## src/rtl/nnsa_pkg.sv

```systemverilog
// Shared types, constants and helpers for the nearest-neighbour scale addresser.
// No dependencies; imported by every module in rtl/.
package nnsa_pkg;

  // Dimension limits and default fraction width of the column accumulator
  localparam int MAX_DIM       = 4096;
  localparam int FRAC_BITS_DEF = 10;

  // Field widths
  localparam int COORD_W   = 12;
  localparam int REG_W     = 13;
  localparam int NUM_W     = COORD_W + REG_W;
  localparam int OFS_W     = 26;
  localparam int WORD_W    = 24;
  localparam int CFG_IDX_W = 8;

  // Configuration register indexes
  typedef logic [CFG_IDX_W-1:0] cfg_idx_t;
  localparam cfg_idx_t REG_SRC_WIDTH  = cfg_idx_t'(0);
  localparam cfg_idx_t REG_SRC_HEIGHT = cfg_idx_t'(1);
  localparam cfg_idx_t REG_DST_WIDTH  = cfg_idx_t'(2);
  localparam cfg_idx_t REG_DST_HEIGHT = cfg_idx_t'(3);

  // Input item: destination pixel coordinate
  typedef struct packed {
    logic [COORD_W-1:0] dst_x;
    logic [COORD_W-1:0] dst_y;
  } pix_in_t;

  // Result item: sampled source pixel and addresses
  typedef struct packed {
    logic [COORD_W-1:0] src_col;
    logic [COORD_W-1:0] src_row;
    logic [OFS_W-1:0]   src_byte_offset;
    logic [WORD_W-1:0]  dst_word_index;
  } pix_out_t;

  // Fields carried alongside the row divider
  typedef struct packed {
    logic [COORD_W-1:0] col;
    logic [WORD_W-1:0]  word;
    logic               y_in;
  } row_side_t;

  // Column step divider states
  typedef enum logic {
    SD_IDLE,
    SD_RUN
  } sdiv_state_e;

  // Zero reads as one, anything above the limit reads as the limit
  function automatic logic [REG_W-1:0] eff_dim(input logic [REG_W-1:0] v);
    logic [REG_W-1:0] r;
    if (v == '0) begin
      r = REG_W'(1);
    end else if (v > REG_W'(MAX_DIM)) begin
      r = REG_W'(MAX_DIM);
    end else begin
      r = v;
    end
    return r;
  endfunction

endpackage

```

## src/rtl/nnsa_step_div.sv

```systemverilog
// Serial restoring divider for the column step (src_width << FRAC_BITS) / dst_width.
// Depends on nnsa_pkg.
module nnsa_step_div
  import nnsa_pkg::*;
#(
  parameter int FRAC_BITS = FRAC_BITS_DEF
) (
  input  logic                         clk_i,
  input  logic                         rst_ni,
  input  logic                         start_i,
  input  logic [REG_W-1:0]             dividend_i,
  input  logic [REG_W-1:0]             divisor_i,
  output logic                         busy_o,
  output logic [REG_W+FRAC_BITS-1:0]   quot_o
);

  localparam int STEP_W = REG_W + FRAC_BITS;
  localparam int CNT_W  = $clog2(STEP_W);

  sdiv_state_e       state_q, state_d;
  logic [CNT_W-1:0]  cnt_q, cnt_d;
  logic [REG_W-1:0]  rem_q, rem_d;
  logic [STEP_W-1:0] quot_q, quot_d;
  logic [REG_W:0]    trial;
  logic              fits;

  // One quotient bit per cycle; dividend bits shift out as quotient bits shift in
  always_comb begin
    state_d = state_q;
    cnt_d   = cnt_q;
    rem_d   = rem_q;
    quot_d  = quot_q;
    trial   = {rem_q, quot_q[STEP_W-1]};
    fits    = trial >= {1'b0, divisor_i};
    unique case (state_q)
      SD_IDLE: begin
        if (start_i) begin
          state_d = SD_RUN;
          cnt_d   = CNT_W'(STEP_W - 1);
          rem_d   = '0;
          quot_d  = {dividend_i, {FRAC_BITS{1'b0}}};
        end
      end
      SD_RUN: begin
        // a fresh write restarts the division
        if (start_i) begin
          cnt_d  = CNT_W'(STEP_W - 1);
          rem_d  = '0;
          quot_d = {dividend_i, {FRAC_BITS{1'b0}}};
        end else begin
          rem_d  = fits ? REG_W'(trial - {1'b0, divisor_i}) : trial[REG_W-1:0];
          quot_d = {quot_q[STEP_W-2:0], fits};
          cnt_d  = cnt_q - 1'b1;
          if (cnt_q == '0) begin
            state_d = SD_IDLE;
          end
        end
      end
    endcase
  end

  // Quotient resets to the step for unit widths
  always_ff @(posedge clk_i or negedge rst_ni) begin
    if (!rst_ni) begin
      state_q <= SD_IDLE;
      cnt_q   <= '0;
      rem_q   <= '0;
      quot_q  <= STEP_W'(1) << FRAC_BITS;
    end else begin
      state_q <= state_d;
      cnt_q   <= cnt_d;
      rem_q   <= rem_d;
      quot_q  <= quot_d;
    end
  end

  assign busy_o = (state_q == SD_RUN);
  assign quot_o = quot_q;

endmodule

```

## src/rtl/nnsa_row_div.sv

```systemverilog
// Pipelined restoring divider for the source row, one quotient bit per stage.
// Depends on nnsa_pkg.
module nnsa_row_div
  import nnsa_pkg::*;
(
  input  logic               clk_i,
  input  logic               rst_ni,
  input  logic               valid_i,
  output logic               ready_o,
  input  logic [NUM_W-1:0]   num_i,
  input  row_side_t          side_i,
  input  logic [REG_W-1:0]   divisor_i,
  output logic               valid_o,
  input  logic               ready_i,
  output logic [COORD_W-1:0] quot_o,
  output row_side_t          side_o
);

  localparam int STAGES = COORD_W;

  logic [STAGES-1:0]  v_q;
  logic [REG_W-1:0]   rem_q  [STAGES];
  logic [COORD_W-1:0] lo_q   [STAGES];
  logic [COORD_W-1:0] qt_q   [STAGES];
  row_side_t          side_q [STAGES];
  logic [STAGES:0]    rdy;

  // A stage takes new data when empty or when the next one moves
  assign rdy[STAGES] = ready_i;

  for (genvar k = 0; k < STAGES; k++) begin : g_stage
    logic               in_v;
    logic [REG_W-1:0]   in_rem;
    logic [COORD_W-1:0] in_lo;
    logic [COORD_W-1:0] in_qt;
    row_side_t          in_side;
    logic [REG_W:0]     trial;
    logic               fits;

    if (k == 0) begin : g_first
      // partial remainder starts with the upper numerator bits
      assign in_v    = valid_i;
      assign in_rem  = num_i[NUM_W-1:COORD_W];
      assign in_lo   = num_i[COORD_W-1:0];
      assign in_qt   = '0;
      assign in_side = side_i;
    end else begin : g_next
      assign in_v    = v_q[k-1];
      assign in_rem  = rem_q[k-1];
      assign in_lo   = lo_q[k-1];
      assign in_qt   = qt_q[k-1];
      assign in_side = side_q[k-1];
    end

    assign rdy[k] = !v_q[k] || rdy[k+1];
    assign trial  = {in_rem, in_lo[COORD_W-1]};
    assign fits   = trial >= {1'b0, divisor_i};

    always_ff @(posedge clk_i or negedge rst_ni) begin
      if (!rst_ni) begin
        v_q[k] <= 1'b0;
      end else if (rdy[k]) begin
        v_q[k] <= in_v;
      end
    end

    always_ff @(posedge clk_i) begin
      if (rdy[k]) begin
        rem_q[k]  <= fits ? REG_W'(trial - {1'b0, divisor_i}) : trial[REG_W-1:0];
        lo_q[k]   <= {in_lo[COORD_W-2:0], 1'b0};
        qt_q[k]   <= {in_qt[COORD_W-2:0], fits};
        side_q[k] <= in_side;
      end
    end
  end

  assign ready_o = rdy[0];
  assign valid_o = v_q[STAGES-1];
  assign quot_o  = qt_q[STAGES-1];
  assign side_o  = side_q[STAGES-1];

endmodule

```

## src/rtl/nearest_neighbor_scale_addresser_core.sv

```systemverilog
// Top level of the nearest-neighbour scale addresser.
// Depends on nnsa_pkg, nnsa_step_div and nnsa_row_div.
//
// Takes one destination pixel (dst_x, dst_y) per clock when not stalled and
// returns the sampled source column and row, the byte offset of that pixel in a
// packed 3-byte RGB source buffer and the 24-bit destination word index. The
// datapath is 16 register stages: one multiply stage, one column accumulate
// and clamp stage, twelve row divider stages (one quotient bit each), one
// row-times-width stage and the output register. Each stage holds its item
// until the next one is free, so bubbles close up under output stall; with no
// stall, throughput stays at one item per clock. Writing src_width or dst_width
// starts a serial divider that forms the column step one bit per clock; the
// input is stalled from the registered write until the divider is done.
// Height writes take effect at once. cfg_ready_o is always high.
module nearest_neighbor_scale_addresser_core
  import nnsa_pkg::*;
#(
  parameter int FRAC_BITS = FRAC_BITS_DEF
) (
  input  logic             clk_i,
  input  logic             rst_ni,
  // item input
  input  logic             in_valid_i,
  output logic             in_stall_o,
  input  pix_in_t          in_data_i,
  // result output
  output logic             out_valid_o,
  input  logic             out_stall_i,
  output pix_out_t         out_data_o,
  // register writes
  input  logic             cfg_valid_i,
  output logic             cfg_ready_o,
  input  cfg_idx_t         cfg_index_i,
  input  logic [REG_W-1:0] cfg_data_i
);

  localparam int STEP_W     = REG_W + FRAC_BITS;
  localparam int XS_W       = STEP_W + COORD_W;
  localparam int ACC_W      = XS_W + 1;
  localparam int COLR_W     = ACC_W - FRAC_BITS;
  localparam int SUM_W      = NUM_W + 1;
  localparam int OFS_FULL_W = SUM_W + 2;

  // Configuration registers, stored already clamped
  logic [REG_W-1:0] sw_q, sh_q, dw_q, dh_q;
  logic             start_q;
  logic             cfg_wr;

  assign cfg_ready_o = 1'b1;
  assign cfg_wr      = cfg_valid_i && cfg_ready_o;

  always_ff @(posedge clk_i or negedge rst_ni) begin
    if (!rst_ni) begin
      sw_q    <= REG_W'(1);
      sh_q    <= REG_W'(1);
      dw_q    <= REG_W'(1);
      dh_q    <= REG_W'(1);
      start_q <= 1'b0;
    end else begin
      start_q <= cfg_wr && (cfg_index_i == REG_SRC_WIDTH || cfg_index_i == REG_DST_WIDTH);
      if (cfg_wr) begin
        unique case (cfg_index_i)
          REG_SRC_WIDTH:  sw_q <= eff_dim(cfg_data_i);
          REG_SRC_HEIGHT: sh_q <= eff_dim(cfg_data_i);
          REG_DST_WIDTH:  dw_q <= eff_dim(cfg_data_i);
          REG_DST_HEIGHT: dh_q <= eff_dim(cfg_data_i);
          default: ;
        endcase
      end
    end
  end

  // Column step, refreshed after a width write
  logic              sdiv_busy;
  logic [STEP_W-1:0] step;
  logic [REG_W-1:0]  col_start;

  nnsa_step_div #(
    .FRAC_BITS(FRAC_BITS)
  ) u_step_div (
    .clk_i     (clk_i),
    .rst_ni    (rst_ni),
    .start_i   (start_q),
    .dividend_i(sw_q),
    .divisor_i (dw_q),
    .busy_o    (sdiv_busy),
    .quot_o    (step)
  );

  // floor(step / 2^FRAC_BITS) equals floor(src_width / dst_width)
  assign col_start = step[STEP_W-1:FRAC_BITS];

  logic [REG_W-1:0] sw_last, sh_last;
  assign sw_last = sw_q - 1'b1;
  assign sh_last = sh_q - 1'b1;

  // Stage ready chain, output end first
  logic rdy1, rdy2, rdy3, rdy4, div_rdy;
  logic in_xfer;

  assign in_stall_o = !rdy1 || sdiv_busy || start_q;
  assign in_xfer    = in_valid_i && !in_stall_o;

  // Stage 1: products
  logic              v1_q;
  logic [NUM_W-1:0]  num1_q;
  logic [XS_W-1:0]   xs1_q;
  logic [WORD_W-1:0] word1_q;
  logic              yin1_q;
  logic [NUM_W-1:0]  word_full;

  assign rdy1      = !v1_q || rdy2;
  assign word_full = NUM_W'(in_data_i.dst_y) * NUM_W'(dw_q) + NUM_W'(in_data_i.dst_x);

  always_ff @(posedge clk_i or negedge rst_ni) begin
    if (!rst_ni) begin
      v1_q <= 1'b0;
    end else if (rdy1) begin
      v1_q <= in_xfer;
    end
  end

  always_ff @(posedge clk_i) begin
    if (rdy1) begin
      num1_q  <= NUM_W'(in_data_i.dst_y) * NUM_W'(sh_q);
      xs1_q   <= XS_W'(in_data_i.dst_x) * XS_W'(step);
      word1_q <= word_full[WORD_W-1:0];
      yin1_q  <= {1'b0, in_data_i.dst_y} < dh_q;
    end
  end

  // Stage 2: column accumulate and clamp
  logic               v2_q;
  logic [COORD_W-1:0] col2_q;
  logic [NUM_W-1:0]   num2_q;
  logic [WORD_W-1:0]  word2_q;
  logic               yin2_q;
  logic [ACC_W-1:0]   acc;
  logic [COLR_W-1:0]  col_raw;
  logic [COORD_W-1:0] col_sat;

  assign rdy2    = !v2_q || div_rdy;
  assign acc     = ACC_W'(col_start) + ACC_W'(xs1_q);
  assign col_raw = acc[ACC_W-1:FRAC_BITS];
  assign col_sat = (col_raw > COLR_W'(sw_last)) ? sw_last[COORD_W-1:0]
                                                : col_raw[COORD_W-1:0];

  always_ff @(posedge clk_i or negedge rst_ni) begin
    if (!rst_ni) begin
      v2_q <= 1'b0;
    end else if (rdy2) begin
      v2_q <= v1_q;
    end
  end

  always_ff @(posedge clk_i) begin
    if (rdy2) begin
      col2_q  <= col_sat;
      num2_q  <= num1_q;
      word2_q <= word1_q;
      yin2_q  <= yin1_q;
    end
  end

  // Row divider: dst_y * src_height / dst_height
  logic               div_valid;
  logic [COORD_W-1:0] div_quot;
  row_side_t          div_side_in, div_side;

  assign div_side_in = '{col: col2_q, word: word2_q, y_in: yin2_q};

  nnsa_row_div u_row_div (
    .clk_i    (clk_i),
    .rst_ni   (rst_ni),
    .valid_i  (v2_q),
    .ready_o  (div_rdy),
    .num_i    (num2_q),
    .side_i   (div_side_in),
    .divisor_i(dh_q),
    .valid_o  (div_valid),
    .ready_i  (rdy3),
    .quot_o   (div_quot),
    .side_o   (div_side)
  );

  // Stage 3: row select and row times source width
  logic               v3_q;
  logic [COORD_W-1:0] row3_q, col3_q;
  logic [NUM_W-1:0]   prod3_q;
  logic [WORD_W-1:0]  word3_q;
  logic [COORD_W-1:0] row_sel;

  // rows beyond the destination clamp to the last source row
  assign rdy3    = !v3_q || rdy4;
  assign row_sel = div_side.y_in ? div_quot : sh_last[COORD_W-1:0];

  always_ff @(posedge clk_i or negedge rst_ni) begin
    if (!rst_ni) begin
      v3_q <= 1'b0;
    end else if (rdy3) begin
      v3_q <= div_valid;
    end
  end

  always_ff @(posedge clk_i) begin
    if (rdy3) begin
      row3_q  <= row_sel;
      col3_q  <= div_side.col;
      prod3_q <= NUM_W'(row_sel) * NUM_W'(sw_q);
      word3_q <= div_side.word;
    end
  end

  // Stage 4: byte offset, three bytes per source pixel, into the output register
  logic                  out_v_q;
  pix_out_t              out_q;
  logic [SUM_W-1:0]      pix_sum;
  logic [OFS_FULL_W-1:0] ofs_full;

  assign rdy4     = !out_v_q || !out_stall_i;
  assign pix_sum  = SUM_W'(prod3_q) + SUM_W'(col3_q);
  assign ofs_full = (OFS_FULL_W'(pix_sum) << 1) + OFS_FULL_W'(pix_sum);

  always_ff @(posedge clk_i or negedge rst_ni) begin
    if (!rst_ni) begin
      out_v_q <= 1'b0;
    end else if (rdy4) begin
      out_v_q <= v3_q;
    end
  end

  always_ff @(posedge clk_i) begin
    if (rdy4) begin
      out_q.src_col         <= col3_q;
      out_q.src_row         <= row3_q;
      out_q.src_byte_offset <= ofs_full[OFS_W-1:0];
      out_q.dst_word_index  <= word3_q;
    end
  end

  assign out_valid_o = out_v_q;
  assign out_data_o  = out_q;

endmodule
```

## config.mk

```make
export PLATFORM = sky130hd
export DESIGN_NAME = nearest_neighbor_scale_addresser_core
export DESIGN_NICKNAME = d
export VERILOG_FILES = /design/src/rtl/nnsa_pkg.sv /design/src/rtl/nnsa_step_div.sv /design/src/rtl/nnsa_row_div.sv /design/src/rtl/nearest_neighbor_scale_addresser_core.sv
export SDC_FILE = /design/constraint.sdc
export NUM_CORES = 2
export LEC_CHECK = 0
export BUFFER_PORTS_ARGS = -buffer_cell sky130_fd_sc_hd__buf_2
export CAP_MARGIN = 20
export CORE_MARGIN = 2
export CORE_UTILIZATION = 30
export CTS_CLUSTER_SIZE = 30
export DETAILED_ROUTE_END_ITERATION = 16
export PLACE_DENSITY = 0.55
export SYNTH_ARGS = -nofsm -noshare
export SYNTH_HDL_FRONTEND = slang
export SYNTH_HIERARCHICAL = 1
export SYNTH_SLANG_ARGS = --single-unit
```

## constraint.sdc

```tcl
create_clock -name clk_i -period 24.7 [get_ports clk_i]
set_clock_uncertainty 0.05 [all_clocks]
set_input_delay 2.47 -clock clk_i [delete_from_list [all_inputs] [get_ports clk_i]]
set_output_delay 2.47 -clock clk_i [all_outputs]
set_load 0.02 [all_outputs]
```

Yosys cells after proc, flatten, opt, wreduce, memory -nomap -nowiden. Memories as Yosys holds them, arrays and structs flattened. Cells that the tools add are included.

Muxes and demuxes: 54. $add $sub $neg: 20. Reductions and logical operators: 47. Multipliers: 4. Bitwise gates (word level): 1. Magnitude comparators: 16. Equal/unequal tests: 4.

Operators by type and width (number): two-way mux 13 bit (17); greater-or-equal comparator 14 x 13 -> 1 bit (13); subtractor 13 bit (13); multiplier 12 x 13 -> 25 bit (2); two-way mux 23 bit (2); case mux 23 bit (2 select lines) (1); adder 13 x 35 -> 36 bit (1); multiplier 12 x 23 -> 35 bit (1); two-way mux 1 bit (27); adder 25 x 12 -> 26 bit (1); adder 26 bit (1); greater-than comparator 26 x 13 -> 1 bit (1); case mux 13 bit (2 select lines) (1); adder 24 x 12 -> 24 bit (1); multiplier 12 x 13 -> 24 bit (1); two-way mux 12 bit (2); zero test 1 bit (19); logical OR 1 bit (19); equality test 8 x 2 -> 1 bit, second input constant (2); greater-than comparator 13 bit, second input constant (1); zero test 13 bit (1); < comparator 12 x 13 -> 1 bit (1); subtractor 13 x 1 -> 13 bit, second input constant (1); subtractor 12 x 1 -> 12 bit, second input constant (1); other kinds (11) (16).

Bits in writable memories: 876. Bits in registers: 405. Output and inout port bits: 77. Logic and storage cells: 191. Memories: 4.

Memories: u_row_div.side_q (words 12, width 37, rd ports 12, clocked after memory_dff 0, wr ports 12, line nnsa_row_div.sv:25) `row_side_t side_q [STAGES];`; u_row_div.rem_q (words 12, width 13, rd ports 11, clocked after memory_dff 0, wr ports 12, line nnsa_row_div.sv:22) `logic [REG_W-1:0] rem_q [STAGES];`; u_row_div.qt_q (words 12, width 12, rd ports 12, clocked after memory_dff 0, wr ports 12, line nnsa_row_div.sv:24) `logic [COORD_W-1:0] qt_q [STAGES];`; u_row_div.lo_q (words 12, width 11, rd ports 11, clocked after memory_dff 0, wr ports 12, line nnsa_row_div.sv:23) `logic [COORD_W-1:0] lo_q [STAGES];`.

Logic depth before layout (Yosys ltp).
Word-level depth: 22. Mapped depth: 32. Gate-level depth less buffers: 31.

Hierarchy. The synthesis kept the hierarchy.

By module, submodules not included: nearest_neighbor_scale_addresser_core (cells each 3710, times used 1, area each 37813.8 µm²); nnsa_row_div (cells each 1952, times used 1, area each 31380.1 µm²); nnsa_step_div (cells each 287, times used 1, area each 2640.0 µm²).

Worst setup path after synthesis. OpenSTA, ideal clock, no wires.

Path type: input port to output port. From: input out_stall_i. To: output in_stall_o. Arrival: 13561 ps. Slack: 8619 ps. Buffers on the path: 0. Cell stages on the path: 11. Cell sequence: nand3_1 > nand2b_1 > nor2_1 > inv_1 > nor2_1 > and2_1 > inv_1 > nor2_1 > nand3_1 > nand3b_1 > nand2_1.

Longest elaborated chain between the ends: 20.

Ends and longest elaborated chain: from (decl) (line nearest_neighbor_scale_addresser_core.sv:28) `input logic out_stall_i,`; zero test 1 bit (line nearest_neighbor_scale_addresser_core.sv:220) `assign rdy4 = !out_v_q || !out_stall_i;`; logical OR 1 bit (line nearest_neighbor_scale_addresser_core.sv:220); logical OR 1 bit (line nearest_neighbor_scale_addresser_core.sv:194) `assign rdy3 = !v3_q || rdy4;`; logical OR 1 bit (line nnsa_row_div.sv:55) `assign rdy[k] = !v_q[k] || rdy[k+1];`; net u_row_div.rdy[11] (line nnsa_row_div.sv:26) `logic [STAGES:0] rdy;`; logical OR 1 bit (line nnsa_row_div.sv:55); net u_row_div.rdy[10] (line nnsa_row_div.sv:26); logical OR 1 bit (4 in a row) (line nnsa_row_div.sv:55); net u_row_div.rdy[6] (line nnsa_row_div.sv:26); logical OR 1 bit (6 in a row) (line nnsa_row_div.sv:55); net div_rdy (line nearest_neighbor_scale_addresser_core.sv:98) `logic rdy1, rdy2, rdy3, rdy4, div_rdy;`; logical OR 1 bit (line nearest_neighbor_scale_addresser_core.sv:142) `assign rdy2 = !v2_q || div_rdy;`; logical OR 1 bit (line nearest_neighbor_scale_addresser_core.sv:112) `assign rdy1 = !v1_q || rdy2;`; zero test 1 bit (line nearest_neighbor_scale_addresser_core.sv:101) `assign in_stall_o = !rdy1 || sdiv_busy || start_q;`; logical OR 1 bit (2 in a row) (line nearest_neighbor_scale_addresser_core.sv:101); to (decl) (line nearest_neighbor_scale_addresser_core.sv:24) `output logic in_stall_o,`.

The timed path passes the listed nets, and every way through them passes these cells.

Worst setup path after layout.
From: input out_stall_i. To: output in_stall_o.

Longest elaborated chain between the ends: 20.

Ends and longest elaborated chain (line): zero test 1 bit (nearest_neighbor_scale_addresser_core.sv:220); logical OR 1 bit (nearest_neighbor_scale_addresser_core.sv:220); logical OR 1 bit (nearest_neighbor_scale_addresser_core.sv:194); net rdy3 (nearest_neighbor_scale_addresser_core.sv:98); logical OR 1 bit (nnsa_row_div.sv:55); net u_row_div.rdy[11] (nnsa_row_div.sv:26); logical OR 1 bit (nnsa_row_div.sv:55); net u_row_div.rdy[10] (nnsa_row_div.sv:26); logical OR 1 bit (4 in a row) (nnsa_row_div.sv:55); net u_row_div.rdy[6] (nnsa_row_div.sv:26); logical OR 1 bit (6 in a row) (nnsa_row_div.sv:55); net div_rdy (nearest_neighbor_scale_addresser_core.sv:98); logical OR 1 bit (nearest_neighbor_scale_addresser_core.sv:142); logical OR 1 bit (nearest_neighbor_scale_addresser_core.sv:112); zero test 1 bit (nearest_neighbor_scale_addresser_core.sv:101); logical OR 1 bit (2 in a row) (nearest_neighbor_scale_addresser_core.sv:101).

The timed path passes the listed nets, and every way through them passes these cells.

==> metrics.txt <==
predominant post-synthesis flop cell edfxtp_1; FF-to-FF path depth 31; end of the worst register-to-register path prod3_q[23]$_DFFE_PP_; Hold Worst Slack between 0.3 and 0.4 ns; Synth Area in Compound Gates between 7 and 8%; core area roughly 240000 µm²; RSZ-0062 raised after global routing no; number of synthesized flops with an enable pin just over 1k; number of global-route vias before repair about 46k; I/O Buffers ~130; post-CTS sizing 0; Max clock buf depth 3; max-cap viol count 0; Slew Viols, Final 0; DRC violations left 0; Final Util 33.6%; Worst setup EP type primary output; average wire per standard cell about 17 µm; Die ar. about 240000 µm²; kind of critical path primary input to primary output; Synth cell types 91; vias per inst about 4.7; average cell area after synthesis between 10 and 15 µm²; worst slew pin tran ~1 ns; worst-skew pair later-pin latency ~0.76 ns; most frequent cells in the layout edfxtp_1, inv_1, nand2_1; Min-Delay Path Class flip-flop to flip-flop; GRT Overall Usage a little over an eighth; final setup violation count 0; CTS Buf Count about 110; CP max FO 64; setup repair bufs after CTS 0; CTS HTree Levels 3; post-synthesis instance area ~70000 µm²; Rows 179; Placer Congestion ~0.87; Synth-to-Final Area Change 11.5%; Syn Inst Count 5949; maximum number of pins on one net before global-route repair 65; Crit. Startpoint out_stall_i; Die W ~490 µm; hold_buf cts 0; num ports 127; largest family of logic cells by synthesized area adder cells; Arr. time, crit path 6.45 ns; 1st-iter DRT viols roughly 2.7k; Initial Util slightly above 30%; nets@finish just over 7k; Final ANT Viol Nets 0; status finished clean; GRT Residual Overflow 0; clk slew on worst S/H paths 0.06 ns; crit path to in_stall_o; Async SR Flop Fraction about a tenth; post-synthesis adder-cell area fraction 24.6%; layout cell share with drive strength beyond 1 8.89%; commonest non-fill, non-tap cell in the layout edfxtp_1; CTS tree done; Syn Nets about 7.1k; hold path depth 0; Final Hold Viols 0; Critical Path RT roughly 22 ns; RR Startpoint sh_q[1]$_DFFE_PN0P_; DRT Wirelength roughly 160000 µm; crit start category primary input; Fmax around 110 MHz; sequential fraction of the synthesis area 46.7%; post-synthesis mux area share 3.08%; first-pass GRT wire length roughly 260000 µm; synth warn 6; Final min period approximately 9.0 ns; Root Driver clkbuf_16; FF-to-FF setup slack between 15 and 20 ns; final period utilization a little over a third; initial antenna violation count 12; flops & latches, synth 1136; Detailed Place HPWL roughly 120000 µm; CTS sink cnt 1136; Die H a little under 500 µm; Post-Synth Simple-Gate Area 10.1%; DRT Pass-1 Iters 5; via count about 44k; setup_tns 0 ns; Worst slew margin between 30% and 40%; Synth Area in XOR/XNOR under 10%
[kinds of logic (layout without fill, tap and decap cells)]
group           Yosys count  in the layout
buf+inv                 952           1158
other cells               1              4
flops                  1136           1136
compound gates          812            812
fa+ha+maj              1076           1076
simple gates           1513           1513
xor+xnor                256            256
mux                     203            203
[metrics by stage]
step / setup WS [ns] / cell area, µm² / std cells
finish: 15.73 / 80100 / 9325
global route: 15.34 / 80100 / 9323
CTS: 15.64 / 80100 / 9321
detailed placement: 15.66 / 76100 / 9108
global placement: 15.62 / 76100 / 9107
floorplan: 8.62 / 71800 / 5949
[worst max-delay path, cell delays in order]
cell	delay (ns)
buf_2	0.13
nand3_4	0.35
nand2b_2	0.33
buf_4	0.34
nor2_1	0.41
inv_2	0.07
nor2_1	0.19
and2_1	0.27
inv_2	0.05
buf_4	0.37
nor2_1	0.53
nand3_4	0.16
nand3b_1	0.22
nand2_1	0.25
buf_2	0.25
[synthesized netlist by cell type, drive strengths merged, types with 34 or more instances]
cell | number | share of area (%)
mux2 | 125 | 2.0
a21oi | 211 | 1.5
clkbuf | 167 | 0.87
xnor2 | 172 | 2.1
o21ai | 199 | 1.4
nand2b | 55 | 0.48
nand4 | 35 | 0.30
fa | 564 | 16
nor2b | 53 | 0.47
mux2i | 78 | 1.1
o21a | 65 | 0.68
xor2 | 84 | 1.0
nor2 | 208 | 1.1
nand3 | 55 | 0.38
o21bai | 34 | 0.36
ha | 512 | 8.9
inv | 769 | 4.0
edfxtp | 1025 | 43
dfrtp | 106 | 3.7
nor3 | 60 | 0.42
nand2 | 671 | 3.5
and2 | 251 | 2.2
a21o | 88 | 0.92
[registers in the layout, summed over array words and instances (netlist names), 25 cells and up]
register / flops
u_row_div/qt_q: 78
xs1_q: 35
num2_q: 25
out_data_o: 74
u_row_div/side_q: 444
u_row_div/lo_q: 66
num1_q: 25
prod3_q: 25
u_row_div/rem_q: 143
[how the worst min path moves through the flow]
| stage | endpoint | from | slack (ns) |
|---|---|---|---|
| after CTS | u_row_div/side_q[0][41]$_DFFE_PP_ | u_row_div/side_q[0][4]$_DFFE_PP_ | 0.32 |
| final | u_row_div/side_q[0][41]$_DFFE_PP_ | u_row_div/side_q[0][4]$_DFFE_PP_ | 0.33 |
| after global placement | u_row_div/qt_q[2][19]$_DFFE_PP_ | u_row_div/qt_q[2][6]$_DFFE_PP_ | 0.35 |
| after floorplan | col3_q[0]$_DFFE_PP_ | u_row_div/side_q[2][136]$_DFFE_PP_ | 0.35 |
| after global routing | u_row_div/lo_q[0][19]$_DFFE_PP_ | u_row_div/lo_q[0][8]$_DFFE_PP_ | 0.33 |
| after detailed placement | out_data_o[56]$_DFFE_PP_ | row3_q[6]$_DFFE_PP_ | 0.35 |
[metal layers]
metal	GRT usage (%)	part of all wire [%]	up-vias
li1	-	-	20589
met1	19.2	48	21681
met2	21.1	44	1013
met3	1.99	4.7	227
met4	3.92	2.9	4
met5	0	0.0086	-
[area by class of cell]
type,instances,area (µm²)
Clock buffer,131,2970
Antenna cell,3,7.51
Clock inverter,82,948
Inverter,769,2890
Timing Repair Buffer,176,1020
Tap cell,3167,3960
Multi-Input combinational cell,3861,34700
Sequential cell,1136,33600
Fill cell,23472,158000
Power is not shown: default switching activity piles up to over one toggle a cycle in this logic, so the estimate is an artifact.
